**src/rtl/qprq_pkg.sv**
```systemverilog
// Shared constants, codes, types and helpers for the QoS-1 publish retransmit queue.
// No dependencies; imported by the interfaces and every module of the block.
package qprq_pkg;

   // Queue geometry
   localparam int QUEUE_DEPTH = 16;
   localparam int IDX_W       = $clog2(QUEUE_DEPTH);
   localparam int OCC_W       = $clog2(QUEUE_DEPTH + 1);

   // Result buffer geometry (power of two)
   localparam int RSP_DEPTH = 4;
   localparam int RSP_PTR_W = $clog2(RSP_DEPTH);
   localparam int RSP_LVL_W = $clog2(RSP_DEPTH + 1);

   // Field widths
   localparam int CMD_W    = 2;
   localparam int HANDLE_W = 16;
   localparam int PID_W    = 16;
   localparam int QOS_W    = 2;
   localparam int EV_W     = 3;
   localparam int PERIOD_W = 16;
   localparam int COUNT_W  = 6;
   localparam int CSR_IDX_W  = 2;
   localparam int CSR_DATA_W = 16;

   // Commands
   localparam logic [CMD_W-1:0] CMD_ENQUEUE = 2'd0;
   localparam logic [CMD_W-1:0] CMD_ACK     = 2'd1;
   localparam logic [CMD_W-1:0] CMD_TICK    = 2'd2;

   // Result events
   localparam logic [EV_W-1:0] EV_SEND      = 3'd0;
   localparam logic [EV_W-1:0] EV_ACKED     = 3'd1;
   localparam logic [EV_W-1:0] EV_RETRY     = 3'd2;
   localparam logic [EV_W-1:0] EV_MALFORMED = 3'd3;
   localparam logic [EV_W-1:0] EV_OVERWRITE = 3'd4;

   // Register indexes
   localparam logic [CSR_IDX_W-1:0] REG_TICK_PERIOD = 2'd0;
   localparam logic [CSR_IDX_W-1:0] REG_RETRY_LIMIT = 2'd1;

   // Reset values and limits
   localparam logic [PERIOD_W-1:0] TICK_PERIOD_RESET = 16'd500;
   localparam logic [COUNT_W-1:0]  RETRY_LIMIT_RESET = 6'd20;
   localparam logic [COUNT_W-1:0]  COUNT_MAX         = 6'd63;
   localparam logic [QOS_W-1:0]    QOS_GOOD          = 2'd1;

   // One input item
   typedef struct packed {
      logic [CMD_W-1:0]    command;
      logic [HANDLE_W-1:0] payload_handle;
      logic [PID_W-1:0]    packet_id;
      logic [QOS_W-1:0]    qos_level;
      logic                topic_present;
      logic                payload_present;
      logic                link_up;
   } req_type;

   // One result item
   typedef struct packed {
      logic [EV_W-1:0]     event_res;
      logic [HANDLE_W-1:0] handle_out;
      logic [PID_W-1:0]    packet_id_out;
      logic                last;
   } rsp_type;

   // One stored descriptor; flags bit 0 topic, bit 1 payload
   typedef struct packed {
      logic [HANDLE_W-1:0] handle;
      logic [PID_W-1:0]    packet_id;
      logic [QOS_W-1:0]    qos;
      logic [1:0]          flags;
      logic [COUNT_W-1:0]  send_count;
   } slot_type;

   // Core to store control
   typedef struct packed {
      logic               push;
      logic               pop;
      logic               count_wr;
      logic [COUNT_W-1:0] count_val;
      slot_type           wdata;
   } store_ctrl_type;

   // Core to result buffer; valid1 only together with valid0
   typedef struct packed {
      logic    valid0;
      logic    valid1;
      rsp_type item0;
      rsp_type item1;
   } rsp_push_type;

   // Ring index advance
   function automatic logic [IDX_W-1:0] next_idx(input logic [IDX_W-1:0] idx);
      logic [IDX_W-1:0] nxt;
      if (idx == IDX_W'(QUEUE_DEPTH - 1)) begin
         nxt = '0;
      end else begin
         nxt = idx + IDX_W'(1);
      end
      return nxt;
   endfunction

endpackage

```
**src/rtl/qprq_if.sv**
```systemverilog
// Handshake channel interfaces: request, result and register write.
// Depends on qprq_pkg for field widths.
interface qprq_req_if import qprq_pkg::*; ();
   logic                valid;
   logic                ready;
   logic [CMD_W-1:0]    command;
   logic [HANDLE_W-1:0] payload_handle;
   logic [PID_W-1:0]    packet_id;
   logic [QOS_W-1:0]    qos_level;
   logic                topic_present;
   logic                payload_present;
   logic                link_up;

   modport source (output valid, command, payload_handle, packet_id, qos_level,
                   topic_present, payload_present, link_up, input ready);
   modport sink   (input valid, command, payload_handle, packet_id, qos_level,
                   topic_present, payload_present, link_up, output ready);
endinterface

interface qprq_rsp_if import qprq_pkg::*; ();
   logic                valid;
   logic                ready;
   logic [EV_W-1:0]     event_res;
   logic [HANDLE_W-1:0] handle_out;
   logic [PID_W-1:0]    packet_id_out;
   logic                last;

   modport source (output valid, event_res, handle_out, packet_id_out, last,
                   input ready);
   modport sink   (input valid, event_res, handle_out, packet_id_out, last,
                   output ready);
endinterface

interface qprq_csr_if import qprq_pkg::*; ();
   logic                  valid;
   logic                  ready;
   logic [CSR_IDX_W-1:0]  index;
   logic [CSR_DATA_W-1:0] data;

   modport source (output valid, index, data, input ready);
   modport sink   (input valid, index, data, output ready);
endinterface

```
**src/rtl/qprq_store.sv**
```systemverilog
// Descriptor ring: slot storage, head and tail pointers, occupancy.
// Depends on qprq_pkg; driven by qprq_core through store_ctrl_type.
module qprq_store import qprq_pkg::*; (
   input  logic           clock,
   input  logic           reset,
   input  store_ctrl_type ctrl,
   output slot_type       head_slot,
   output logic [OCC_W-1:0] occupancy
);

   slot_type         slots_ff [QUEUE_DEPTH];
   logic [IDX_W-1:0] head_ff, head_in;
   logic [IDX_W-1:0] tail_ff, tail_in;
   logic [OCC_W-1:0] occ_ff, occ_in;

   // Pointer and fill update; eviction pops and pushes in one go
   always_comb begin
      head_in = ctrl.pop  ? next_idx(head_ff) : head_ff;
      tail_in = ctrl.push ? next_idx(tail_ff) : tail_ff;
      occ_in  = occ_ff + OCC_W'(ctrl.push) - OCC_W'(ctrl.pop);
   end

   always_ff @(posedge clock) begin
      if (reset) begin
         head_ff <= '0;
         tail_ff <= '0;
         occ_ff  <= '0;
      end else begin
         head_ff <= head_in;
         tail_ff <= tail_in;
         occ_ff  <= occ_in;
      end
   end

   // Slot writes: new descriptor at tail, send count at head
   always_ff @(posedge clock) begin
      if (ctrl.push) begin
         slots_ff[tail_ff] <= ctrl.wdata;
      end
      if (ctrl.count_wr) begin
         slots_ff[head_ff].send_count <= ctrl.count_val;
      end
   end

   assign head_slot = slots_ff[head_ff];
   assign occupancy = occ_ff;

endmodule

```
**src/rtl/qprq_rsp_buf.sv**
```systemverilog
// Result buffer: small ring taking up to two items a cycle, draining one while out_ready is high.
// Depends on qprq_pkg; feeds the result channel of the top level.
module qprq_rsp_buf import qprq_pkg::*; (
   input  logic           clock,
   input  logic           reset,
   input  rsp_push_type   push,
   input  logic           out_ready,
   output logic           out_valid,
   output rsp_type        out_item,
   output logic [RSP_LVL_W-1:0] level
);

   rsp_type              buf_ff [RSP_DEPTH];
   logic [RSP_PTR_W-1:0] wr_ff, wr_in;
   logic [RSP_PTR_W-1:0] rd_ff, rd_in;
   logic [RSP_LVL_W-1:0] lvl_ff, lvl_in;
   logic [1:0]           push_n;
   logic                 pop;

   // Pointer and level update
   always_comb begin
      push_n = 2'(push.valid0) + 2'(push.valid1);
      pop    = out_valid && out_ready;
      wr_in  = wr_ff + RSP_PTR_W'(push_n);
      rd_in  = rd_ff + RSP_PTR_W'(pop);
      lvl_in = lvl_ff + RSP_LVL_W'(push_n) - RSP_LVL_W'(pop);
   end

   always_ff @(posedge clock) begin
      if (reset) begin
         wr_ff  <= '0;
         rd_ff  <= '0;
         lvl_ff <= '0;
      end else begin
         wr_ff  <= wr_in;
         rd_ff  <= rd_in;
         lvl_ff <= lvl_in;
      end
   end

   // Entry writes
   always_ff @(posedge clock) begin
      if (push.valid0) begin
         buf_ff[wr_ff] <= push.item0;
      end
      if (push.valid1) begin
         buf_ff[wr_ff + RSP_PTR_W'(1)] <= push.item1;
      end
   end

   assign out_valid = (lvl_ff != '0);
   assign out_item  = buf_ff[rd_ff];
   assign level     = lvl_ff;

endmodule

```
**src/rtl/qprq_core.sv**
```systemverilog
// Command processing: enqueue/evict, ack capture, tick divider and head check.
// Depends on qprq_pkg; drives qprq_store and qprq_rsp_buf.
module qprq_core import qprq_pkg::*; (
   input  logic                clock,
   input  logic                reset,
   input  logic                fire,
   input  req_type             item,
   input  slot_type            head_slot,
   input  logic [OCC_W-1:0]    occupancy,
   input  logic [PERIOD_W-1:0] tick_period,
   input  logic [COUNT_W-1:0]  retry_limit,
   output store_ctrl_type      store_ctrl,
   output rsp_push_type        rsp_push
);

   logic [PERIOD_W-1:0] tick_ff, tick_in;
   logic [PID_W-1:0]    ack_ff, ack_in;
   logic                full;
   logic                empty;
   logic [COUNT_W-1:0]  new_count;
   logic                malformed;
   logic                freeing;
   rsp_type             head_rsp;
   rsp_type             free_rsp;

   assign full  = (occupancy == OCC_W'(QUEUE_DEPTH));
   assign empty = (occupancy == '0);

   // Head check terms
   always_comb begin
      new_count = head_slot.send_count;
      if (item.link_up && (head_slot.send_count != COUNT_MAX)) begin
         new_count = head_slot.send_count + COUNT_W'(1);
      end
      malformed = (head_slot.qos != QOS_GOOD) || !head_slot.flags[0] ||
                  !head_slot.flags[1];
      freeing   = (new_count > retry_limit) || malformed;

      head_rsp.event_res     = EV_SEND;
      head_rsp.handle_out    = head_slot.handle;
      head_rsp.packet_id_out = head_slot.packet_id;
      head_rsp.last          = 1'b1;

      free_rsp = head_rsp;
      free_rsp.event_res = (malformed && (new_count <= retry_limit)) ?
                           EV_MALFORMED : EV_RETRY;
   end

   // Command decode
   always_comb begin
      store_ctrl = '0;
      rsp_push   = '0;
      tick_in    = tick_ff;
      ack_in     = ack_ff;

      store_ctrl.count_val               = new_count;
      store_ctrl.wdata.handle            = item.payload_handle;
      store_ctrl.wdata.packet_id         = item.packet_id;
      store_ctrl.wdata.qos               = item.qos_level;
      store_ctrl.wdata.flags             = {item.payload_present, item.topic_present};
      store_ctrl.wdata.send_count        = '0;
      rsp_push.item0 = head_rsp;
      rsp_push.item1 = free_rsp;

      if (fire) begin
         unique case (item.command)
            CMD_ENQUEUE: begin
               // evict the oldest descriptor when full
               store_ctrl.push = 1'b1;
               if (full) begin
                  store_ctrl.pop           = 1'b1;
                  rsp_push.valid0          = 1'b1;
                  rsp_push.item0.event_res = EV_OVERWRITE;
               end
            end
            CMD_ACK: begin
               ack_in = item.packet_id;
            end
            CMD_TICK: begin
               if (tick_ff < tick_period) begin
                  tick_in = tick_ff + PERIOD_W'(1);
               end else begin
                  tick_in = '0;
                  if (!empty) begin
                     if (head_slot.packet_id == ack_ff) begin
                        store_ctrl.pop           = 1'b1;
                        rsp_push.valid0          = 1'b1;
                        rsp_push.item0.event_res = EV_ACKED;
                     end else if (item.link_up) begin
                        // send, then maybe free as second result
                        store_ctrl.count_wr = 1'b1;
                        rsp_push.valid0     = 1'b1;
                        rsp_push.item0.last = !freeing;
                        rsp_push.valid1     = freeing;
                        store_ctrl.pop      = freeing;
                     end else if (freeing) begin
                        store_ctrl.pop  = 1'b1;
                        rsp_push.valid0 = 1'b1;
                        rsp_push.item0  = free_rsp;
                     end
                  end
               end
            end
            default: begin
            end
         endcase
      end
   end

   always_ff @(posedge clock) begin
      if (reset) begin
         tick_ff <= '0;
         ack_ff  <= '0;
      end else begin
         tick_ff <= tick_in;
         ack_ff  <= ack_in;
      end
   end

endmodule

```
**src/rtl/qos1_publish_retransmit_queue.sv**
```systemverilog
// QoS-1 publish retransmit queue, top level. An accepted item is held in the input
// register and processed from there once the result buffer has room; its results
// go through the four-entry result buffer to rsp_chan. Throughput: one item per
// cycle while that buffer has room for two results; results leave at one per
// cycle while rsp_chan.ready is high. Synchronous reset clears pointers, counters
// and the last ack id and loads tick_period 500, retry_limit 20.
module qos1_publish_retransmit_queue import qprq_pkg::*; (
   input logic        clock,
   input logic        reset,
   qprq_req_if.sink   req_chan,
   qprq_rsp_if.source rsp_chan,
   qprq_csr_if.sink   csr_chan
);

   req_type                in_ff;
   logic                   in_valid_ff, in_valid_in;
   logic [PERIOD_W-1:0]    period_ff;
   logic [COUNT_W-1:0]     retry_ff;
   logic                   fire;
   logic                   accept;
   logic [RSP_LVL_W-1:0]   rsp_level;
   logic [OCC_W-1:0]       occupancy;
   slot_type               head_slot;
   store_ctrl_type         store_ctrl;
   rsp_push_type           rsp_push;
   rsp_type                out_item;

   // Input register; process when the result buffer can take two items
   assign fire           = in_valid_ff && (rsp_level <= RSP_LVL_W'(RSP_DEPTH - 2));
   assign req_chan.ready = !in_valid_ff || fire;
   assign accept         = req_chan.valid && req_chan.ready;
   assign in_valid_in    = accept || (in_valid_ff && !fire);

   always_ff @(posedge clock) begin
      if (reset) begin
         in_valid_ff <= 1'b0;
      end else begin
         in_valid_ff <= in_valid_in;
      end
   end

   always_ff @(posedge clock) begin
      if (accept) begin
         in_ff.command         <= req_chan.command;
         in_ff.payload_handle  <= req_chan.payload_handle;
         in_ff.packet_id       <= req_chan.packet_id;
         in_ff.qos_level       <= req_chan.qos_level;
         in_ff.topic_present   <= req_chan.topic_present;
         in_ff.payload_present <= req_chan.payload_present;
         in_ff.link_up         <= req_chan.link_up;
      end
   end

   // Configuration registers
   assign csr_chan.ready = 1'b1;

   always_ff @(posedge clock) begin
      if (reset) begin
         period_ff <= TICK_PERIOD_RESET;
         retry_ff  <= RETRY_LIMIT_RESET;
      end else if (csr_chan.valid) begin
         unique case (csr_chan.index)
            REG_TICK_PERIOD: period_ff <= csr_chan.data[PERIOD_W-1:0];
            REG_RETRY_LIMIT: retry_ff  <= csr_chan.data[COUNT_W-1:0];
            default: begin
            end
         endcase
      end
   end

   qprq_core u_core (
      .clock       (clock),
      .reset       (reset),
      .fire        (fire),
      .item        (in_ff),
      .head_slot   (head_slot),
      .occupancy   (occupancy),
      .tick_period (period_ff),
      .retry_limit (retry_ff),
      .store_ctrl  (store_ctrl),
      .rsp_push    (rsp_push)
   );

   qprq_store u_store (
      .clock     (clock),
      .reset     (reset),
      .ctrl      (store_ctrl),
      .head_slot (head_slot),
      .occupancy (occupancy)
   );

   qprq_rsp_buf u_rsp_buf (
      .clock     (clock),
      .reset     (reset),
      .push      (rsp_push),
      .out_ready (rsp_chan.ready),
      .out_valid (rsp_chan.valid),
      .out_item  (out_item),
      .level     (rsp_level)
   );

   assign rsp_chan.event_res     = out_item.event_res;
   assign rsp_chan.handle_out    = out_item.handle_out;
   assign rsp_chan.packet_id_out = out_item.packet_id_out;
   assign rsp_chan.last          = out_item.last;

   // Checks
   a_occ_bound: assert property (@(posedge clock) disable iff (reset)
      occupancy <= OCC_W'(QUEUE_DEPTH))
      else $error("descriptor ring overfilled");

   a_rsp_bound: assert property (@(posedge clock) disable iff (reset)
      rsp_level <= RSP_LVL_W'(RSP_DEPTH))
      else $error("result buffer overfilled");

   a_evict: assert property (@(posedge clock) disable iff (reset)
      fire && (in_ff.command == CMD_ENQUEUE) && (occupancy == OCC_W'(QUEUE_DEPTH))
      |-> rsp_push.valid0 && (rsp_push.item0.event_res == EV_OVERWRITE))
      else $error("full enqueue without eviction result");

   a_ack_silent: assert property (@(posedge clock) disable iff (reset)
      fire && (in_ff.command == CMD_ACK) |-> !rsp_push.valid0 && !store_ctrl.pop)
      else $error("ack touched the queue");

   a_pop_push: assert property (@(posedge clock) disable iff (reset)
      store_ctrl.pop |=> occupancy == $past(occupancy) - OCC_W'(1) +
                                      OCC_W'($past(store_ctrl.push)))
      else $error("occupancy out of step with pops");

endmodule
```
**src/flat_wrapper.sv**
```systemverilog
// flat-port wrapper written by rule: the top's interface ports become plain ports
module qos1_publish_retransmit_queue_flat import qprq_pkg::*;
  (clock, reset, req_chan_valid, req_chan_command, req_chan_payload_handle, req_chan_packet_id, req_chan_qos_level, req_chan_topic_present, req_chan_payload_present, req_chan_link_up, req_chan_ready, rsp_chan_valid, rsp_chan_event_res, rsp_chan_handle_out, rsp_chan_packet_id_out, rsp_chan_last, rsp_chan_ready, csr_chan_valid, csr_chan_index, csr_chan_data, csr_chan_ready);
  qprq_req_if req_chan_i ();
  qprq_rsp_if rsp_chan_i ();
  qprq_csr_if csr_chan_i ();
  input logic clock;
  input logic reset;
  input wire logic [$bits(req_chan_i.valid)-1:0] req_chan_valid;
  input wire logic [$bits(req_chan_i.command)-1:0] req_chan_command;
  input wire logic [$bits(req_chan_i.payload_handle)-1:0] req_chan_payload_handle;
  input wire logic [$bits(req_chan_i.packet_id)-1:0] req_chan_packet_id;
  input wire logic [$bits(req_chan_i.qos_level)-1:0] req_chan_qos_level;
  input wire logic [$bits(req_chan_i.topic_present)-1:0] req_chan_topic_present;
  input wire logic [$bits(req_chan_i.payload_present)-1:0] req_chan_payload_present;
  input wire logic [$bits(req_chan_i.link_up)-1:0] req_chan_link_up;
  output wire logic [$bits(req_chan_i.ready)-1:0] req_chan_ready;
  output wire logic [$bits(rsp_chan_i.valid)-1:0] rsp_chan_valid;
  output wire logic [$bits(rsp_chan_i.event_res)-1:0] rsp_chan_event_res;
  output wire logic [$bits(rsp_chan_i.handle_out)-1:0] rsp_chan_handle_out;
  output wire logic [$bits(rsp_chan_i.packet_id_out)-1:0] rsp_chan_packet_id_out;
  output wire logic [$bits(rsp_chan_i.last)-1:0] rsp_chan_last;
  input wire logic [$bits(rsp_chan_i.ready)-1:0] rsp_chan_ready;
  input wire logic [$bits(csr_chan_i.valid)-1:0] csr_chan_valid;
  input wire logic [$bits(csr_chan_i.index)-1:0] csr_chan_index;
  input wire logic [$bits(csr_chan_i.data)-1:0] csr_chan_data;
  output wire logic [$bits(csr_chan_i.ready)-1:0] csr_chan_ready;
  assign req_chan_i.valid = req_chan_valid;
  assign req_chan_i.command = req_chan_command;
  assign req_chan_i.payload_handle = req_chan_payload_handle;
  assign req_chan_i.packet_id = req_chan_packet_id;
  assign req_chan_i.qos_level = req_chan_qos_level;
  assign req_chan_i.topic_present = req_chan_topic_present;
  assign req_chan_i.payload_present = req_chan_payload_present;
  assign req_chan_i.link_up = req_chan_link_up;
  assign req_chan_ready = req_chan_i.ready;
  assign rsp_chan_valid = rsp_chan_i.valid;
  assign rsp_chan_event_res = rsp_chan_i.event_res;
  assign rsp_chan_handle_out = rsp_chan_i.handle_out;
  assign rsp_chan_packet_id_out = rsp_chan_i.packet_id_out;
  assign rsp_chan_last = rsp_chan_i.last;
  assign rsp_chan_i.ready = rsp_chan_ready;
  assign csr_chan_i.valid = csr_chan_valid;
  assign csr_chan_i.index = csr_chan_index;
  assign csr_chan_i.data = csr_chan_data;
  assign csr_chan_ready = csr_chan_i.ready;
  qos1_publish_retransmit_queue u_core (.clock(clock), .reset(reset), .req_chan(req_chan_i), .rsp_chan(rsp_chan_i), .csr_chan(csr_chan_i));
endmodule
```
**config.mk**
```make
export PLATFORM = sky130hd
export DESIGN_NAME = qos1_publish_retransmit_queue_flat
export DESIGN_NICKNAME = d
export VERILOG_FILES = /design/src/rtl/qprq_pkg.sv /design/src/rtl/qprq_if.sv /design/src/rtl/qprq_store.sv /design/src/rtl/qprq_rsp_buf.sv /design/src/rtl/qprq_core.sv /design/src/rtl/qos1_publish_retransmit_queue.sv /design/src/flat_wrapper.sv
export SDC_FILE = /design/constraint.sdc
export NUM_CORES = 1
export LEC_CHECK = 0
export ABC_AREA = 0
export BUFFER_PORTS_ARGS = -buffer_cell sky130_fd_sc_hd__clkbuf_2
export CAP_MARGIN = 20
export CORE_UTILIZATION = 45
export CTS_BUF_LIST = sky130_fd_sc_hd__clkbuf_16
export CTS_CLUSTER_SIZE = 40
export DETAILED_ROUTE_END_ITERATION = 8
export GPL_TIMING_DRIVEN = 1
export SETUP_SLACK_MARGIN = 0.05
export SYNTH_ARGS = -nofsm -noshare
export SYNTH_HDL_FRONTEND = slang
export SYNTH_HIERARCHICAL = 1
export SYNTH_SLANG_ARGS = --single-unit
```
**constraint.sdc**
```tcl
create_clock -name clock -period 7.3 [get_ports clock]
set_clock_uncertainty 0.1 [all_clocks]
set_input_delay 0 -clock clock [delete_from_list [all_inputs] [get_ports clock]]
set_output_delay 0 -clock clock [all_outputs]
set_load 0.01 [all_outputs]
```
==> metrics.csv, run 1 <==
stage,metric,value,unit
global_routing,gr ovfl total,0,
clocking,CTS resizes,0,
clocking,worst-skew pair later-pin latency,0.66,ns
floorplan,num ports,101,
logic_synthesis,mapped cell area,40300,um^2
global_routing,met3 Usage GRT,3.01,%
sta,Rel. slew slack,24.5,%
sta,Final Hold Violating Endpoints,0,
final_layout,Ant. Diodes,0,
logic_synthesis,Synth async-reset ratio,0,%
clocking,CTS tree,done,
sta,RSZ-0062 raised after global routing,no,
global_routing,first-pass GRT wire length,137000,um
logic_synthesis,mux contribution to synthesized area,16.5,%
logic_synthesis,#FFs+latches synth,934,
sta,Fmax,163,MHz
logic_synthesis,Synth Warn #,6,
hold_path,hold_sp,req_chan_qos_level[0],
sta,crit share post-route,83.9,%
logic_synthesis,Post-synth EDFFs,855,
global_routing,GRT busiest layer,met2,
final_layout,layout cells sized above 1,27.6,%
sta,measured slew at the worst slew-check pin,1.13,ns
clocking,clk slew on worst S/H paths,0.06,ns
final_layout,Layout area overhead,12.5,%
global_routing,met1 usage,27.7,%
clocking,Clock Tree Buf Depth,3,
logic_synthesis,xor/xnor share of the synthesized area,1.00,%
logic_synthesis,Post-Synth Adder-Cell Area,1.34,%
power_and_ir_drop,Peak VDD IR,0.160,mV
placement,gpl congestion,0.848,
floorplan,Core Box Area,88500,um^2
final_layout,register area,27300,um^2
setup_path,FF-to-FF setup slack,1.17,ns
setup_path,required time worst endpoint,7.70,ns
hold_path,Hold EP,u_core/in_ff[3]$_DFFE_PP_,
global_routing,initial antenna violation count,0,
placement,HPWL Detailed,52500,um
power_and_ir_drop,Tot Pwr,11600,uW
power_and_ir_drop,pwr/cell area,256,nW/um^2
route,DR pass1 iterations,7,
floorplan,chip height,301,um
global_routing,gr usage total,20.6,%
setup_path,Setup crit end kind,flip-flop,
final_layout,post-layout net count,2512,
route,Total Wirelength,93100,um
floorplan,site row count,109,
route,Via Count,20864,
setup_path,worst-path fanout max,54,
final_layout,area of the multi-input gates,11300,um^2
hold_path,Hold Crit Class,primary input to flip-flop,
clocking,CTS Buf Count,98,
setup_path,Crit Path Class,flip-flop to flip-flop,
sta,# setup viols final,0,
global_routing,grt met2 use,34.7,%
route,vias per cell,5.71,
route,detailed-route DRC error count,16,
clocking,CTS Root Cell,clkbuf_16,
route,ANT nets after route,0,
clocking,CTS Sinks,934,
logic_synthesis,Yosys cell types,67,
logic_synthesis,synthesized area per cell,17.6,um^2
logic_synthesis,"Seq/Total Area, Yosys",67.6,%
logic_synthesis,largest family of logic cells by synthesized area,multiplexers,
clocking,Post-CTS Setup Inserts,0,
floorplan,die area,90800,um^2
setup_path,worst reg2reg path depth,24,
logic_synthesis,Synth Area in Simple Gates,4.22,%
sta,post-layout min period,6.13,ns
sta,max-slew violation count,0,
setup_path,crit path DAT,6.52,ns
logic_synthesis,dominant synthesized flop cell,edfxtp_1,
power_and_ir_drop,Lkg Pwr,0.0149,uW
run,Max-Cap Viols,0,
hold_path,hold depth,2,
outcome,status,"complete, but fails checks",
route,Avg WL per Cell,25.5,um
logic_synthesis,Cells after Synth,2295,
setup_path,CP Launch Type,flip-flop,
clocking,H-tree Lvls,3,
setup_path,worst reg2reg path endpoint,u_core/u_store/occupancy[4]$_SDFF_PP0_,
outcome,failing checks,DRC,
placement,IO Port Bufs,99,
global_routing,vias in the first global route,21459,
floorplan,Initial Util,45.6,%
global_routing,largest net degree at the start of global routing,96,
sta,Setup Total Neg Slack,0,ns
final_layout,fillers,7063,
logic_synthesis,Synth Area in Compound Gates,4.67,%
route,first-iteration detailed-routing DRC count,1753,
floorplan,die width,301,um
==> metal layers <==
layer  part of all wire, %  vias up  wire length, um
li1                      -     9192                -
met1                    42    10868            39100
met2                    50      683            46500
met3                   5.8      121             5400
met4                   2.3        0             2130
met5                     0        -                0
==> metrics by stage <==
| step | instances | area (um^2) | setup slack, ns | utilization [%] | hold WS, ns |
|---|---|---|---|---|---|
| final | 3657 | 45400 | 1.17 | 51.3 | 0.0231 |
| after global placement | 3364 | 41100 | 1.36 | 46.5 | 0.0766 |
| after floorplan | 2302 | 40400 | 0.682 | - | -0.0284 |
| after CTS | 3657 | 45400 | 1.24 | 51.3 | 0.00966 |
| after global routing | 3657 | 45400 | 0.821 | 51.3 | 0.0182 |
| after detailed placement | 3364 | 41100 | 1.23 | 46.5 | 0.0786 |
==> flip-flops by register name, indices dropped and copies added, names as in the netlist, 5 cells and up, named ones only <==
signal / cells
u_core/u_core/ack_ff: 16
u_core/period_ff: 16
u_core/u_rsp_buf/buf_ff: 144
u_core/u_store/slots_ff: 672
u_core/retry_ff: 6
u_core/in_ff: 39
u_core/u_core/tick_ff: 16
u_core/u_store/occupancy: 5
==> critical path, cell delays in order, from the launching register on <==
cell and delay (ns):
dfxtp_4 0.88, mux4_2 0.42, a22oi_1 0.22, nand2_1 0.15
ha_1 0.24, nand3_1 0.11, o21ai_0 0.21, nor2_1 0.24
xor2_1 0.22, ha_1 0.28, and3_4 0.19, o21a_1 0.11
o311a_1 0.32, or3_1 0.35, a31o_1 0.22, buf_4 0.17
ha_1 0.29, inv_1 0.06, ha_1 0.15, inv_1 0.06
fa_1 0.40, nor2b_1 0.17, o21ai_0 0.13, a21oi_1 0.21
nor3b_1 0.08
==> cell usage after synthesis, drive strengths merged (21+ instances only) <==
library cell / number / area (um^2)
edfxtp: 855 / 25700
clkbuf: 65 / 248
dfxtp: 79 / 1580
inv: 57 / 214
a22oi: 84 / 631
nand2: 137 / 514
nor2: 50 / 188
xnor2: 25 / 219
a22o: 84 / 736
a21oi: 32 / 160
mux4: 204 / 4590
mux2i: 27 / 270
o21ai: 21 / 105
buf: 186 / 1420
mux2: 147 / 1780
nand2b: 31 / 194
ha: 40 / 500
==> cell type report <==
cell class | count | share of cell area, %
clock buffer | 100 | 5.51
sequential | 934 | 60.1
multi-input combinational | 1060 | 24.9
clock inverter | 84 | 1.43
timing repair buffer | 257 | 4.39
tap | 1165 | 3.21
inverter | 57 | 0.477
==> kinds of logic (layout without fill, tap and decap cells) <==
logic type | after synthesis | count (layout)
other cells | 3 | 10
simple gates | 334 | 334
xor+xnor | 43 | 43
buf+inv | 308 | 498
mux | 378 | 378
flops | 934 | 934
fa+ha+maj | 42 | 42
compound gates | 253 | 253
==> power by group <==
part | leakage (uW) | internal, uW | total (uW) | switching, uW
Combinational | 0.00513 | 365 | 725 | 360
Sequential | 0.00820 | 5930 | 6080 | 148
Clock | 0.00162 | 2750 | 4820 | 2070
Total | 0.0149 | 9050 | 11600 | 2580
==> worst max path at each step <==
stage | start | end | slack [ns] | depth (start not counted)
3_5_place_dp | flip-flop | u_core/u_store/occupancy[4]$_SDFF_PP0_ | 1.23 | 24
5_1_grt | flip-flop | u_core/u_store/occupancy[4]$_SDFF_PP0_ | 0.82 | 24
2_1_floorplan | flip-flop | u_core/u_rsp_buf/buf_ff[2][0]$_DFFE_PP_ | 0.68 | 18
6_report | flip-flop | u_core/u_store/occupancy[4]$_SDFF_PP0_ | 1.17 | 24
4_1_cts | flip-flop | u_core/u_store/occupancy[4]$_SDFF_PP0_ | 1.24 | 20
3_3_place_gp | flip-flop | u_core/u_store/occupancy[4]$_SDFF_PP0_ | 1.36 | 24
==> layout by cell type, fill, tap and decap left out, types with 15 or more instances in the layout <==
master	n
a211oi_1	16
a21oi_1	31
a22o_1	84
a22oi_1	84
buf_4	46
clkbuf_16	100
clkbuf_2	98
clkinv_1	22
clkinv_2	23
dfxtp_1	75
dlygate4sd3_1	109
edfxtp_1	855
ha_1	40
inv_1	60
inv_2	15
mux2_2	107
mux2_4	34
mux2i_1	27
mux4_2	204
nand2_1	137
nand2b_1	31
nand3_1	15
nor2_1	47
o21ai_0	19
or2_2	15
xnor2_1	25
xor2_1	16
==> repair_timing <==
| item | 4_1_cts | 5_1_grt |
|---|---|---|
| setup endpoints to repair | 0 | 0 |
| endpoints found under the hold margin | 89 | 0 |
| hold buffers | 109 | 0 |
Power figures use the tool's default switching activity.
==> run 2, diff against run 1 <==
==> constraint.sdc (replaced) <==
create_clock -name clock -period 5.5 [get_ports clock]
set_clock_uncertainty 0.1 [all_clocks]
set_input_delay 0 -clock clock [delete_from_list [all_inputs] [get_ports clock]]
set_output_delay 0 -clock clock [all_outputs]
set_load 0.01 [all_outputs]
==> run 2 against run 1 <==
The run still ends with DRC left. Wire length about the same. Sequential cell count did not move. Die area did not move. Fmax up 16%. Critical path type unchanged. Total power is 33% higher. Hold slack better by 0.0063 ns. Largest power group unchanged. Utilization grew 1.0 points. Clock-buffer cell count is 3 lower. Register-to-register slack got worse by 0.96 ns.
==> metrics.csv, run 2 (same netlist as run 1, synthesis figures left out) <==
stage,metric,value,unit
final_layout,Non-Filler Instances,3737,
floorplan,Initial Util,45.6,%
route,Avg WL per Cell,24.9,um
setup_path,crit path DAT,5.69,ns
clocking,clk slew on worst S/H paths,0.06,ns
route,Total Wirelength,93200,um
power_and_ir_drop,pwr/cell area,335,nW/um^2
power_and_ir_drop,Flop pwr share,51.8,%
hold_path,Hold Crit Class,primary input to flip-flop,
final_layout,most flop-heavy register,u_core/u_store/slots_ff,
final_layout,Ant. Diodes,0,
route,detailed-route DRC error count,8,
power_and_ir_drop,Peak VDD IR,0.260,mV
clocking,CTS Sinks,934,
sta,Rel. slew slack,22.1,%
final_layout,post-layout net count,2593,
power_and_ir_drop,Lkg Pwr,0.0154,uW
final_layout,"most common cell after layout, fill and taps aside",edfxtp_1,
floorplan,die area,90800,um^2
power_and_ir_drop,Sw Pwr,3450,uW
run,Max-Cap Viols,0,
placement,Cell Count Post-Placement,3438,
sta,measured slew at the worst slew-check pin,1.17,ns
floorplan,num ports,101,
clocking,Clock Tree Buf Depth,3,
sta,max-slew violation count,0,
clocking,H-tree Lvls,3,
floorplan,die width,301,um
global_routing,gr usage total,20.6,%
power_and_ir_drop,internal power,12000,uW
outcome,failing checks,DRC,
sta,crit share post-route,96.1,%
sta,Final Hold Violating Endpoints,0,
floorplan,Core Box Area,88500,um^2
clocking,CTS tree,done,
sta,RSZ-0062 raised after global routing,no,
final_layout,final core occ,52.3,%
sta,post-layout min period,5.28,ns
route,Via Count,21046,
route,vias per cell,5.63,
clocking,CTS Buf Count,95,
final_layout,layout cells sized above 1,30.9,%
floorplan,site row count,109,
final_layout,biggest regs,"u_core/u_store/slots_ff: 672 flops, u_core/u_rsp_buf/buf_ff: 144 flops, u_core/in_ff: 39 flops",
global_routing,gr ovfl total,0,
placement,IO Port Bufs,99,
placement,HPWL Detailed,55300,um
route,first-iteration detailed-routing DRC count,1600,
placement,gpl congestion,0.837,
final_layout,max FFs per register,672,
floorplan,chip height,301,um
setup_path,CP Launch Type,flip-flop,
setup_path,required time worst endpoint,5.90,ns
power_and_ir_drop,share of total power in the clock network,41.5,%
sta,# setup viols final,0,
setup_path,Crit Path Class,flip-flop to flip-flop,
clocking,CTS Root Cell,clkbuf_16,
global_routing,initial antenna violation count,0,
global_routing,vias in the first global route,21639,
outcome,status,"complete, but fails checks",
setup_path,worst-path fanout max,6,
global_routing,first-pass GRT wire length,139000,um
route,DR pass1 iterations,7,
final_layout,"commonest non-fill, non-tap cells in the layout","855 x edfxtp_1, 204 x mux4_2, 137 x nand2_1, 114 x buf_4, 112 x dlygate4sd3_1",
clocking,worst-skew pair later-pin latency,0.67,ns
sta,Fmax,189,MHz
final_layout,Layout area overhead,14.7,%
setup_path,Setup crit end kind,flip-flop,
power_and_ir_drop,Comb power frac,6.7,%
route,ANT nets after route,0,
global_routing,largest net degree at the start of global routing,63,
power_and_ir_drop,Sw Ratio,22.3,%
-- run 2: what timing repair did --
item,CTS,global route
setup buffers,5,2
resized for setup,1,20
endpoints found under the hold margin,117,0
endpoints found under the setup margin,2,4
pin swaps,2,11
hold buffers,112,0
-- run 2: routing by layer --
metal	track usage (%)	routed length (um)	share of wire, %
met5	0	0	0
met4	5.60	2020	2.2
met3	2.90	5400	5.8
met2	35.3	47300	51
met1	27.6	38500	41
-- run 2: worst paths after layout --
path	from	to	slack (ns)	cells after the start
hold / removal	req_chan_payload_handle[2]	u_core/in_ff[23]$_DFFE_PP_	0.03	2
hold reg to reg	u_core/u_core/ack_ff[7]$_SDFFE_PP0P_	u_core/u_core/ack_ff[7]$_SDFFE_PP0P_	0.37	2
setup / recovery	flip-flop	u_core/u_rsp_buf/level[2]$_SDFF_PP0_	0.22	21
setup reg to reg	flip-flop	u_core/u_rsp_buf/level[2]$_SDFF_PP0_	0.22	21
-- run 2: final cells by class --
cell class                      instances  area (um^2)
Fill cell                            7050        42200
Sequential cell                       934        27300
Multi-Input combinational cell       1060        11400
Timing Repair Buffer                  341         2790
Clock buffer                           97         2430
Tap cell                             1165         1460
Clock inverter                         83          719
Inverter                               57          214
-- run 2: through the flow --
stage	instance area, um^2	TNS (ns)	hold slack, ns	worst slack, ns	power [uW]
after floorplan	40400	0	-0.0284	0.0814	8860
after global placement	41800	0	0.0780	0.0482	9120
after detailed placement	41800	-0.0985	0.0786	-0.0504	9150
after CTS	46200	0	0.0139	0.0826	15600
after global routing	46300	0	0.0262	0.0232	16000
final	46300	0	0.0294	0.215	15500
-- run 2: power by group through the flow --
stage                     Clock [uW]  Sequential, uW  Combinational (uW)
after global routing            6820            8060                1130
after floorplan                    0            8050                 802
after detailed placement           0            8190                 964
after CTS                       6560            8040                1030
final                           6430            8030                1040
after global placement             0            8180                 949
-- run 2: worst max-delay path: stages, from the launching register on --
cell	delay (ns)
dfxtp_4	0.40
buf_12	0.14
mux4_2	0.50
a22oi_1	0.20
nand2_1	0.11
ha_2	0.19
nand3_2	0.08
buf_4	0.12
o21a_1	0.14
nand2_1	0.10
xnor2_2	0.20
ha_1	0.26
and3_4	0.17
o21a_1	0.11
o311a_1	0.40
or4_1	0.49
a31o_1	0.27
ha_4	0.24
or2_2	0.31
fa_1	0.40
xnor3_1	0.21
nor2_1	0.04
==> run 3, diff against run 2 <==
--- a/config.mk
+++ b/config.mk
@@ -13,6 +13,7 @@
 export CTS_CLUSTER_SIZE = 40
 export DETAILED_ROUTE_END_ITERATION = 8
 export GPL_TIMING_DRIVEN = 1
+export PLACE_DENSITY = 0.61
 export SETUP_SLACK_MARGIN = 0.05
 export SYNTH_ARGS = -nofsm -noshare
 export SYNTH_HDL_FRONTEND = slang
==> run 3 against run 2 <==
Total power decreased by 0.86%. Combinational power about the same. The flow still finishes with violations (DRC). Clock-buffer cell count unchanged. Highest routed layer unchanged. Largest cell class unchanged.
==> metrics.csv, run 3 (same netlist as run 1, synthesis figures left out) <==
stage,metric,value,unit
floorplan,site row count,109,
setup_path,CP max stage cell,mux4_2,
setup_path,FF-to-FF setup slack,0.18,ns
clocking,Clock Tree Buf Depth,3,
sta,RSZ-0062 raised after global routing,yes,
final_layout,"most common cell after layout, fill and taps aside",edfxtp_1,
placement,IO Port Bufs,99,
global_routing,vias in the first global route,21832,
setup_path,Top delay family on crit path,compound AO/OA/AOI/OAI gates,
global_routing,gr ovfl total,0,
setup_path,Worst Setup EP,u_core/u_store/occupancy[4]$_SDFF_PP0_,
sta,Rel. slew slack,26.7,%
sta,max-slew violation count,0,
global_routing,largest net degree at the start of global routing,131,
sta,measured slew at the worst slew-check pin,1.10,ns
hold_path,Hold Crit Class,primary input to flip-flop,
route,detailed-route DRC error count,14,
setup_path,crit path DAT,5.72,ns
route,DR pass1 iterations,9,
setup_path,Worst path max stage delay,0.51,ns
outcome,status,"complete, but fails checks",
final_layout,most flop-heavy register,u_core/u_store/slots_ff,
floorplan,Core Box Area,88500,um^2
outcome,failing checks,DRC,
setup_path,cell count along the critical path,25,
setup_path,crit path buf inv count,5,
global_routing,gr usage total,20.9,%
final_layout,final instance area,46400,um^2
setup_path,Setup crit end kind,flip-flop,
power_and_ir_drop,Tot Pwr,15400,uW
placement,HPWL Detailed,55500,um
setup_path,worst reg2reg path endpoint,u_core/u_store/occupancy[4]$_SDFF_PP0_,
clocking,worst-skew pair later-pin latency,0.66,ns
final_layout,Layout area overhead,15.0,%
placement,gpl congestion,0.896,
final_layout,post-layout net count,2592,
power_and_ir_drop,Lkg Pwr,0.0155,uW
route,Avg WL per Cell,25.3,um
final_layout,biggest regs,"u_core/u_store/slots_ff: 672 flops, u_core/u_rsp_buf/buf_ff: 144 flops, u_core/in_ff: 39 flops",
final_layout,max FFs per register,672,
clocking,CTS Buf Count,95,
clocking,clk slew on worst S/H paths,0.06,ns
route,Total Wirelength,94300,um
floorplan,die width,301,um
sta,# setup viols final,0,
route,ANT nets after route,0,
setup_path,required time worst endpoint,5.91,ns
run,Max-Cap Viols,0,
global_routing,initial antenna violation count,0,
floorplan,die area,90800,um^2
sta,Fmax,188,MHz
setup_path,worst-path fanout max,5,
final_layout,"commonest non-fill, non-tap cells in the layout","855 x edfxtp_1, 204 x mux4_2, 137 x nand2_1, 112 x dlygate4sd3_1, 107 x mux2_2",
sta,crit share post-route,96.7,%
clocking,CTS Sinks,934,
route,Via Count,21263,
placement,DP Area,41900,um^2
floorplan,Initial Util,45.6,%
power_and_ir_drop,pwr/cell area,331,nW/um^2
clocking,CTS Root Cell,clkbuf_16,
setup_path,Crit Path Class,flip-flop to flip-flop,
clocking,CTS tree,done,
sta,Final Hold Violating Endpoints,0,
route,vias per cell,5.70,
floorplan,chip height,301,um
setup_path,worst reg2reg path depth,25,
setup_path,CP Launch Type,flip-flop,
sta,post-layout min period,5.32,ns
final_layout,layout cells sized above 1,30.0,%
clocking,H-tree Lvls,3,
global_routing,first-pass GRT wire length,140000,um
route,first-iteration detailed-routing DRC count,1965,
floorplan,num ports,101,
power_and_ir_drop,Peak VDD IR,0.217,mV
final_layout,Ant. Diodes,0,
final_layout,final core occ,52.4,%
-- run 3: cell count changes in the layout (fill, tap and decap cells not counted), moves of 8 or more --
cell / change
buf_12: +8
buf_4: -16
clkinv_2: -19
inv_1: +20
-- run 3: area by class of cell --
cell class                 instances  area [um^2]
tap                             1165         1460
sequential                       934        27300
fill                            7019        42100
timing repair buffer             340         2980
inverter                          57          214
multi-input combinational       1060        11400
clock buffer                      97         2430
clock inverter                    79          622
-- run 3: routing by layer --
| layer | vias to the layer above | GRT usage (%) | share of wire, % |
|---|---|---|---|
| met1 | 11141 | 28.3 | 42 |
| li1 | 9350 | - | - |
| met5 | - | 0 | 0 |
| met3 | 118 | 3.32 | 5.7 |
| met2 | 654 | 35.1 | 50 |
| met4 | 0 | 5.81 | 2.0 |
-- run 3: worst min-delay path by stage --
| stage | endpoint | cells past startpoint | from | slack, ns |
|---|---|---|---|---|
| after global placement | u_core/in_ff[11]$_DFFE_PP_ | 1 | req_chan_packet_id[6] | 0.08 |
| after floorplan | u_core/u_rsp_buf/level[0]$_SDFF_PP0_ | 1 | reset | -0.03 |
| after CTS | u_core/in_ff[6]$_DFFE_PP_ | 2 | req_chan_packet_id[1] | 0.004 |
| after detailed placement | u_core/in_ff[16]$_DFFE_PP_ | 1 | req_chan_packet_id[11] | 0.08 |
| final | u_core/in_ff[5]$_DFFE_PP_ | 2 | req_chan_packet_id[0] | 0.03 |
| after global routing | u_core/in_ff[5]$_DFFE_PP_ | 2 | req_chan_packet_id[0] | 0.02 |
-- run 3: what timing repair did --
action,CTS,global route
pin swaps,3,7
hold buffers,112,0
endpoints found under the hold margin,102,0
gates resized for setup,8,19
buffers inserted,4,5
endpoints found under the setup margin,56,38
cloned,1,1
-- run 3: per-stage QoR --
step           setup slack (ns)  std cells  TNS, ns  hold WS [ns]
2_1_floorplan            0.0814       2302        0       -0.0284
4_1_cts                  0.0545       3724        0       0.00386
5_1_grt                 -0.0162       3732  -0.0162        0.0152
3_5_place_dp             -0.189       3431    -1.62        0.0800
3_3_place_gp            -0.0565       3431   -0.733        0.0788
6_report                  0.184       3732        0        0.0341
-- run 3: where the power goes --
part           switching (uW)  leakage [uW]  internal [uW]  total [uW]
Combinational             520       0.00567            516        1040
Sequential                171       0.00820           7870        8050
Clock                    2660       0.00161           3620        6280
-- run 3: worst reg2reg max path, cell delays in order, from the launching register on --
cell and delay (ns):
dfxtp_4 0.39, buf_4 0.12, buf_4 0.13, mux4_2 0.51, a22oi_1 0.23, nand2_1 0.13, nand3_2 0.11, buf_4 0.12
o21a_1 0.13, nand2_1 0.10, xnor2_2 0.21, ha_1 0.26, and3_4 0.17, o21a_1 0.11, o311a_1 0.38, or3_1 0.36
a31o_1 0.24, ha_1 0.30, inv_1 0.06, ha_1 0.16, inv_1 0.06, fa_2 0.36, nor2b_2 0.15, o21ai_2 0.08
a21oi_2 0.16, nor3b_2 0.06
